`config.mk`:
```
export PLATFORM = sky130hd
export DESIGN_NAME = i2c_byte_level_master_core
export DESIGN_NICKNAME = d
export VERILOG_FILES = /design/src/design/i2cbm_pkg.sv /design/src/design/i2c_byte_level_master_core.sv
export SDC_FILE = /design/constraint.sdc
export NUM_CORES = 1
export LEC_CHECK = 0
export ABC_AREA = 0
export BUFFER_PORTS_ARGS = -buffer_cell sky130_fd_sc_hd__buf_4
export CAP_MARGIN = 20
export CORE_ASPECT_RATIO = 0.8
export CORE_MARGIN = 2
export CORE_UTILIZATION = 50
export CTS_CLUSTER_DIAMETER = 120
export DETAILED_ROUTE_END_ITERATION = 12
export PLACE_DENSITY_LB_ADDON = 0.12
export REMOVE_ABC_BUFFERS = 1
export SLEW_MARGIN = 20
export SYNTH_ARGS = -nofsm -noshare
export SYNTH_HDL_FRONTEND = slang
export SYNTH_SLANG_ARGS = --single-unit
```
`constraint.sdc`:
```
create_clock -name clk -period 10.25 [get_ports clk]
set_input_delay 1.5375 -clock clk [delete_from_list [all_inputs] [get_ports clk]]
set_output_delay 1.5375 -clock clk [all_outputs]
set_load 0.01 [all_outputs]
```
`src/design/i2cbm_pkg.sv`:
```
// shared types and constants for the byte-level i2c master
`default_nettype none

package i2cbm_pkg;

  // counter width default and register reset value
  localparam int          TICK_CNT_W_DEF    = 16;
  localparam logic [15:0] PHASE_TICKS_RESET = 16'd320;

  // phase numbering
  localparam int          PHASE_W       = 5;
  localparam logic [4:0]  PH_BIT_END    = 5'd16;
  localparam logic [4:0]  PH_RELEASE    = 5'd17;
  localparam logic [4:0]  PH_START_CNT  = 5'd1;
  localparam logic [4:0]  PH_STOP_CNT   = 5'd3;
  localparam logic [4:0]  PH_WRITE_CNT  = 5'd19;
  localparam logic [4:0]  PH_READ_CNT   = 5'd18;

  // command codes
  typedef enum logic [1:0] {
    KIND_START = 2'd0,
    KIND_STOP  = 2'd1,
    KIND_WRITE = 2'd2,
    KIND_READ  = 2'd3
  } kind_t;

  // input transaction: one clock tick
  typedef struct packed {
    logic       cmd_valid;
    kind_t      kind;
    logic [7:0] tx_byte;
    logic       send_ack;
    logic       sda_in;
  } in_t;

  // result transaction: line drivers and status after the tick
  typedef struct packed {
    logic       scl_drive_low;
    logic       sda_drive_low;
    logic       busy_res;
    logic       done_res;
    logic [7:0] rx_byte;
    logic       ack_seen;
  } out_t;

  // number of phases in each command
  function automatic logic [4:0] phase_total(input kind_t k);
    logic [4:0] n;
    unique case (k)
      KIND_START: n = PH_START_CNT;
      KIND_STOP:  n = PH_STOP_CNT;
      KIND_WRITE: n = PH_WRITE_CNT;
      KIND_READ:  n = PH_READ_CNT;
      default:    n = PH_START_CNT;
    endcase
    return n;
  endfunction

endpackage

`default_nettype wire

```
`src/design/i2c_byte_level_master_core.sv`:
```
// top level of the byte-level i2c master: phase sequencer and result register
//
// Usage: every input transaction is one tick of the bus phase timer. While the
// master is idle, a tick with cmd_valid set starts a start, stop, write-byte or
// read-byte command; commands offered while busy are dropped. Each tick gives
// exactly one result transaction carrying the scl/sda pull-down controls, busy,
// done, the byte gathered by the latest read and the latest write's ack.
// Each result is loaded into a single output register when its tick is
// accepted. Throughput: one tick per cycle; the sequencer state and the
// output register both update in the accepting cycle, so in_ready only drops
// while a result is held and out_ready is low. A stalled receiver simply
// holds the result; the sequencer freezes with it, since time only advances
// on accepted ticks.
// cfg_we writes the ticks-per-phase register (0 acts as 1) at any edge; it is
// meant to be changed only while idle.
// Reset (synchronous, rst_n low): idle, both lines released, counters, rx byte
// and ack cleared, phase length back to 320 ticks.
`default_nettype none

module i2c_byte_level_master_core
  import i2cbm_pkg::*;
#(
  parameter int TICK_COUNTER_WIDTH = TICK_CNT_W_DEF
) (
  input  wire logic        clk,
  input  wire logic        rst_n,
  input  wire logic        in_valid,
  output logic             in_ready,
  input  wire in_t         in_data,
  output logic             out_valid,
  input  wire logic        out_ready,
  output out_t             out_data,
  input  wire logic        cfg_we,
  input  wire logic [15:0] cfg_wdata
);

  localparam int CntW = TICK_COUNTER_WIDTH;
  localparam int LimW = (CntW > 16) ? CntW : 16;

  // bus state touched by phase entry
  typedef struct packed {
    logic       scl;
    logic       sda;
    logic       ack;
    logic [7:0] rx;
  } bus_t;

  // apply the line actions of phase p of command k
  function automatic bus_t enter_phase(input kind_t k, input logic [4:0] p,
                                       input logic sda_in, input logic [7:0] shb,
                                       input logic ackreq, input bus_t cur);
    bus_t       b;
    logic [2:0] bitpos;
    b      = cur;
    bitpos = ~p[3:1];
    unique case (k)
      KIND_START: b.sda = 1'b1;
      KIND_STOP: begin
        if (p == 5'd0) begin
          b.scl = 1'b1;
          b.sda = 1'b1;
        end else if (p == 5'd1) begin
          b.scl = 1'b0;
        end else begin
          b.sda = 1'b0;
        end
      end
      KIND_WRITE: begin
        if (p < PH_BIT_END) begin
          if (!p[0]) begin
            b.scl = 1'b1;
            b.sda = ~shb[bitpos];
          end else begin
            b.scl = 1'b0;
          end
        end else if (p == PH_BIT_END) begin
          b.scl = 1'b1;
          b.sda = 1'b0;
        end else if (p == PH_RELEASE) begin
          b.scl = 1'b0;
        end else begin
          b.ack = ~sda_in;
        end
      end
      KIND_READ: begin
        if (p < PH_BIT_END) begin
          if (!p[0]) begin
            b.scl = 1'b1;
            b.sda = 1'b0;
          end else begin
            b.scl = 1'b0;
            b.rx[bitpos] = sda_in;
          end
        end else if (p == PH_BIT_END) begin
          b.scl = 1'b1;
          if (ackreq) b.sda = 1'b1;
        end else begin
          b.scl = 1'b0;
        end
      end
      default: b = cur;
    endcase
    return b;
  endfunction

  // state registers
  logic [15:0]      phase_ticks_r;
  logic [4:0]       phase_r, phase_nxt;
  logic [CntW-1:0]  tick_r, tick_nxt;
  kind_t            kind_r, kind_nxt;
  logic             busy_r, busy_nxt;
  logic [7:0]       shift_r, shift_nxt;
  logic             ackreq_r, ackreq_nxt;
  bus_t             bus_r, bus_nxt;
  logic             out_valid_r;
  out_t             out_data_r, out_data_nxt;
  logic             done_nxt;

  // phase length, clamped to the counter and to at least one tick
  logic [LimW-1:0]  ticks_ext, cap_ext, lim_ext;
  logic [CntW-1:0]  lim;

  always_comb begin
    ticks_ext = LimW'(phase_ticks_r);
    cap_ext   = LimW'({CntW{1'b1}});
    lim_ext   = (ticks_ext > cap_ext) ? cap_ext : ticks_ext;
    if (lim_ext == '0) lim_ext = LimW'(1);
    lim = lim_ext[CntW-1:0];
  end

  // handshake: accept whenever the result register is free or being drained
  logic accept;
  assign in_ready = !out_valid_r || out_ready;
  assign accept   = in_valid && in_ready;

  // one tick of the sequencer
  logic [CntW-1:0] tick_inc;
  logic [4:0]      phase_inc;
  bus_t            bus_st;

  always_comb begin
    kind_nxt   = kind_r;
    shift_nxt  = shift_r;
    ackreq_nxt = ackreq_r;
    busy_nxt   = busy_r;
    phase_nxt  = phase_r;
    tick_nxt   = tick_r;
    bus_st     = bus_r;
    bus_nxt    = bus_r;
    done_nxt   = 1'b0;
    tick_inc   = '0;
    phase_inc  = '0;

    // command launch applies phase zero
    if (!busy_r && in_data.cmd_valid) begin
      kind_nxt   = in_data.kind;
      shift_nxt  = in_data.tx_byte;
      ackreq_nxt = in_data.send_ack;
      busy_nxt   = 1'b1;
      phase_nxt  = '0;
      tick_nxt   = '0;
      bus_st     = enter_phase(in_data.kind, 5'd0, in_data.sda_in, in_data.tx_byte,
                               in_data.send_ack, bus_r);
    end
    bus_nxt = bus_st;

    // phase timer
    if (busy_nxt) begin
      tick_inc = tick_nxt + CntW'(1);
      tick_nxt = tick_inc;
      if (tick_inc >= lim) begin
        tick_nxt  = '0;
        phase_inc = phase_nxt + 5'd1;
        if (phase_inc >= phase_total(kind_nxt)) begin
          phase_nxt = '0;
          busy_nxt  = 1'b0;
          done_nxt  = 1'b1;
        end else begin
          phase_nxt = phase_inc;
          bus_nxt   = enter_phase(kind_nxt, phase_inc, in_data.sda_in, shift_nxt,
                                  ackreq_nxt, bus_st);
        end
      end
    end

    out_data_nxt.scl_drive_low = bus_nxt.scl;
    out_data_nxt.sda_drive_low = bus_nxt.sda;
    out_data_nxt.busy_res      = busy_nxt;
    out_data_nxt.done_res      = done_nxt;
    out_data_nxt.rx_byte       = bus_nxt.rx;
    out_data_nxt.ack_seen      = bus_nxt.ack;
  end

  // state, configuration and result register
  always_ff @(posedge clk) begin
    if (!rst_n) begin
      phase_ticks_r <= PHASE_TICKS_RESET;
      phase_r       <= '0;
      tick_r        <= '0;
      kind_r        <= KIND_START;
      busy_r        <= 1'b0;
      shift_r       <= '0;
      ackreq_r      <= 1'b0;
      bus_r         <= '0;
      out_valid_r   <= 1'b0;
    end else begin
      if (cfg_we) phase_ticks_r <= cfg_wdata;
      if (accept) begin
        phase_r     <= phase_nxt;
        tick_r      <= tick_nxt;
        kind_r      <= kind_nxt;
        busy_r      <= busy_nxt;
        shift_r     <= shift_nxt;
        ackreq_r    <= ackreq_nxt;
        bus_r       <= bus_nxt;
        out_valid_r <= 1'b1;
      end else if (out_ready) begin
        out_valid_r <= 1'b0;
      end
    end
  end

  // result payload
  always_ff @(posedge clk) begin
    if (accept) out_data_r <= out_data_nxt;
  end

  assign out_valid = out_valid_r;
  assign out_data  = out_data_r;

endmodule

`default_nettype wire
```
### Word-level counts from Yosys, hierarchy flattened

Cells that the tools add are included.

| operators by class | value |
|---|---|
| equal/unequal tests | 9 |
| reductions and logical operators | 14 |
| order comparisons | 6 |
| $add $sub $neg | 2 |
| muxes and demuxes | 56 |
| bitwise logic cells | 4 |

Operators by type and width:

| kind | count |
|---|---|
| $mux W16 | 5 |
| $mux W11 | 4 |
| $mux W8 | 4 |
| $mux W5 | 6 |
| $mux W1 | 26 |
| $pmux W5 S4 | 1 |
| $add A16 B1 Y16 const B | 1 |
| $ge A16 B16 Y1 | 1 |
| $gt A16 B16 Y1 const B | 1 |
| $logic_not A16 Y1 | 1 |
| $eq A5 B5 Y1 const B | 2 |
| $bwmux W8 | 1 |
| $eq A2 B2 Y1 const B | 4 |
| $mux W2 | 4 |
| $pmux W1 S3 | 2 |
| $add A5 B1 Y5 const B | 1 |
| $eq A5 B1 Y1 const B | 1 |
| $ge A5 B5 Y1 | 1 |
| $logic_not A5 Y1 | 1 |
| $lt A5 B5 Y1 const B | 1 |
| $eq A2 B1 Y1 const B | 2 |
| $logic_not A2 Y1 | 2 |
| $lt A3 B4 Y1 const B | 1 |
| $pmux W1 S4 | 1 |
| 12 further kinds | 17 |

| storage, ports and cells | value |
|---|---|
| bits of input ports | 34 |
| logic and storage cells | 109 |
| output and inout bits | 15 |
| register bits after elaboration | 74 |

### Depth between registers and ports, before layout

| depth | value |
|---|---|
| depth after elaboration | 16 |
| gate-level depth with buffers | 18 |
| mapped depth without buffers | 15 |

### Worst setup path after synthesis

OpenSTA, ideal clock, no wires.

| timing | value |
|---|---|
| path kind | in2reg |
| start point | in in_data[12] (netlist name) |
| end point | reg out_data_r (netlist bit out_data[2]), data pin |
| path buffers | 3 |
| setup time | 262 ps |
| stages on the path | 17 |
| required time | 9988 ps |
| arrival time | 4983 ps |
| setup slack | 5005 ps |
| path through | nand2b_4 clkbuf_1 clkbuf_1 and2_1 ha_1 nand4_1 nor3_1 xnor2_1 nor2_1 ha_1 o2111ai_1 a311oi_1 o2bb2ai_1 nor3_1 buf_2 nand2_1 mux2_1 |

RTL lines:

| element | RTL line | RTL |
|---|---|---|
| from (decl) | i2c_byte_level_master_core.sv:29 | `input wire in_t in_data,` |
| to (signal assigned) | i2c_byte_level_master_core.sv:225 | `if (accept) out_data_r <= out_data_nxt;` |
| to (decl) | i2c_byte_level_master_core.sv:116 | `out_t out_data_r, out_data_nxt;` |

==> qor.txt <==
Drt drc: 0
Cell Area, Synth: 0.00429 mm²
CP Class: input port to flip-flop
Worst path slowest cell: nor3_1
Worst-Skew Late Latency: 0.36 ns
Syn Inst Count: 508
CTS buffer count: 9
Share of post-route cells with drive strength above 1: 16.5%
Fmax: 0.199 GHz
Hold Violations, Final: 0
Setup-failing EPs final: 0
Worst path arrival time: 5.14 ns
Worst Setup End Kind: flip-flop
Final min period: 5.02 ns
Die Ht: 86.8 µm
Post-DP Area: 0.00469 mm²
Layout Nets: 597
Drt pass-1 iters: 5
WP data required: 10.37 ns
Max stage delay on crit path: 0.36 ns
Final Cycle Share: 49.0%
CTS tree: yes
Filler Cells Inserted: 810
Final Max Tran Viols: 0
CP delay by family, top: simple AND/OR/NAND/NOR gates
Register-to-Register Path Depth: 16
Area leader, netlist: dfxtp_1
Max_slew headroom: 35.5%
Final Skew: 0.00715 ns
Commonest cells after routing, fill and taps aside: nand2_1 (66), dfxtp_1 (61), nor2_1 (59), buf_4 (52), a21oi_1 (33)
Critical Path, Cell by Cell: buf_4 > nand2b_4 > and2_1 > ha_1 > nand4_1 > nor3_1 > xnor2_1 > nor2_1 > ha_1 > o2111ai_1 > a311oi_1 > o2bb2ai_1 > buf_4 > nor3_1 > buf_4 > nand4_1 > mux2_2
Post-DRT Antenna Nets: 0
Clock root buffer: clkbuf_8
Post-CTS Setup Repair Bufs: 0
Iter 0 DRT Violations: 202
RSZ-0062 raised after global routing: false
Most used cell, CP: buf_4
First-pass GRT wire length: 17.0 mm
Post-synthesis register bit count: 74
Worst-path fanout max: 23
Worst hold path type: flip-flop to flip-flop
Routed WL per cell: 15.5 µm
VDD IR max: 0.0000721 V
Row Count: 30
Design area: 0.00486 mm²
Leading register cell type out of synthesis: dfxtp_1
Yosys top cell area share: 28.5%
Final worst slack: 5.23 ns
Post-Route WL: 10.2 mm
Io pins: 49
WP buf/inv: 3
Sequential area share after synthesis: 37.6%
Ys Warns: 0
DR vias/cell: 5.79
Max-Cap Viols: 0
Fin Setup TNS: 0 ns
Least-Margin Pin Slew: 0.967 ns
Hold bufs inserted after CTS: 0
Pwr/cell area: 124 mW/mm²
Die X: 108 µm
Status: complete, no violations
Dpl ws: 4.93 ns
GP Congestion: 0.876
Total Die Area: 0.00933 mm²
CP Depth: 17
Sink Count: 74
Clock tree buffer depth: 2
Number of flops mapped to enable cells by yosys: 13
Port Buffers: 48
Antenna cells: 0
Post-Layout Cell Count: 659
H-tree Lvls: 3
Initial Utilization: 51.0%
Synthesized area per cell: 8.44 µm²
GRT Residual Overflow: 0
Maximum number of pins on one net before global-route repair: 40
Post-Place Cells: 643
Ys async rst share: 0%
Placeable Area: 0.00841 mm²
DP Wirelength: 7.18 mm
Gr usage total: 22.9%
Area Overhead vs Synth: 13.5%
Type of origin of the critical path: input port
Antenna violations before repair: 0
Vias in the first global route: 3,457
Commonest non-fill, non-tap cell in the layout: nand2_1
Vias: 3,817
Hold path depth: 2
Yosys cell types: 68
Post-cts repair resize count: 0
Synth area leaders: dfxtp_1 (28%), edfxtp_1 (9.1%), ha_1 (6.1%)
Clk slew on worst S/H paths: 0.08 ns
Static leakage: 0.00192 µW
sequential cells by signal (all words and copies together) (netlist names):
name,flops
phase_ticks_r,16
out_data,13
out_valid,1
bus_r,11
kind_r,2
tick_r,16
phase_r,5
busy_r,1
ackreq_r,1
shift_r,8
report_power, final:
part	internal [µW]	total [µW]	switching (µW)
registers	306	313	6.98
logic	33.3	81.7	48.4
clock network	88.3	207	118
total	428	601	174
worst min-delay path: cells and delay by family (launching register included):
family           cells  cell delay (ns)
AND/OR/NAND/NOR      1             0.05
flip-flops           1             0.31
AO/OA/AOI/OAI        1             0.05
routing by layer:
layer / vias up / share of wire (%) / global-route usage, %
met5: - / 0 / 0
met4: 0 / 0.96 / 5.36
met3: 11 / 5.9 / 6.32
met2: 111 / 43 / 33.6
met1: 1810 / 50 / 33.5
li1: 1885 / - / -
kinds of logic after synthesis:
| kind of cell | Yosys count | synth area share, % |
|---|---|---|
| AOI/OAI and AO/OA | 103 | 16.6 |
| buffers and inverters | 55 | 5.28 |
| DFF | 74 | 37.6 |
| muxes | 33 | 8.23 |
| adders and majority gates | 21 | 6.13 |
| xor gates and xnor gates | 16 | 3.45 |
| and+or+nand+nor | 206 | 22.7 |
final cells by class:
type                            instances  area [µm²]  area share (%)
Tap cell                              112         140            2.88
Timing Repair Buffer                   52         390            8.03
Multi-Input combinational cell        379        2450            50.5
Inverter                               26        97.6            2.01
Clock buffer                           10         128            2.62
Sequential cell                        74        1610            33.1
Clock inverter                          6        42.5           0.875
metrics by stage:
step | total power (µW) | utilization, % | hold WS, ns
finish | 601 | 57.8 | 0.457
global route | 625 | 57.8 | 0.477
CTS | 605 | 57.8 | 0.460
detailed placement | 401 | 55.8 | 0.450
global placement | 399 | 55.8 | 0.443
floorplan | 365 | - | 0.433
path summary, 6_finish.rpt:
kind            endpoint  slack [ns]   startpoint
min reg2reg   shift_r[1]        0.46   shift_r[1]
max reg2reg  out_data[3]        5.94       busy_r
max          out_data[3]        5.23  in_data[12]
min           shift_r[1]        0.46   shift_r[1]
Yosys cell counts (2+ instances only):
cell type and count:
a211o_1 4, a211oi_1 4, a21oi_1 33, a22oi_1 12, a31oi_1 5, and2_1 7, and3_1 2, buf_1 2
buf_2 4, buf_4 2, clkbuf_1 20, dfxtp_1 61, edfxtp_1 13, ha_1 21, inv_1 23, inv_2 2
mux2_1 6, mux2_2 2, mux2i_1 24, nand2_1 66, nand2b_1 3, nand3_1 20, nand4_1 8, nor2_1 59
nor2_2 2, nor2b_1 2, nor3_1 15, nor3_2 2, nor4_1 4, o2111ai_1 2, o211ai_1 4, o21a_1 2
o21ai_0 12, o31ai_1 3, o41ai_1 7, or2_2 3, or3_1 2, or4_1 2, xnor2_1 12, xor2_1 3
(Power assumes the default switching activity.)
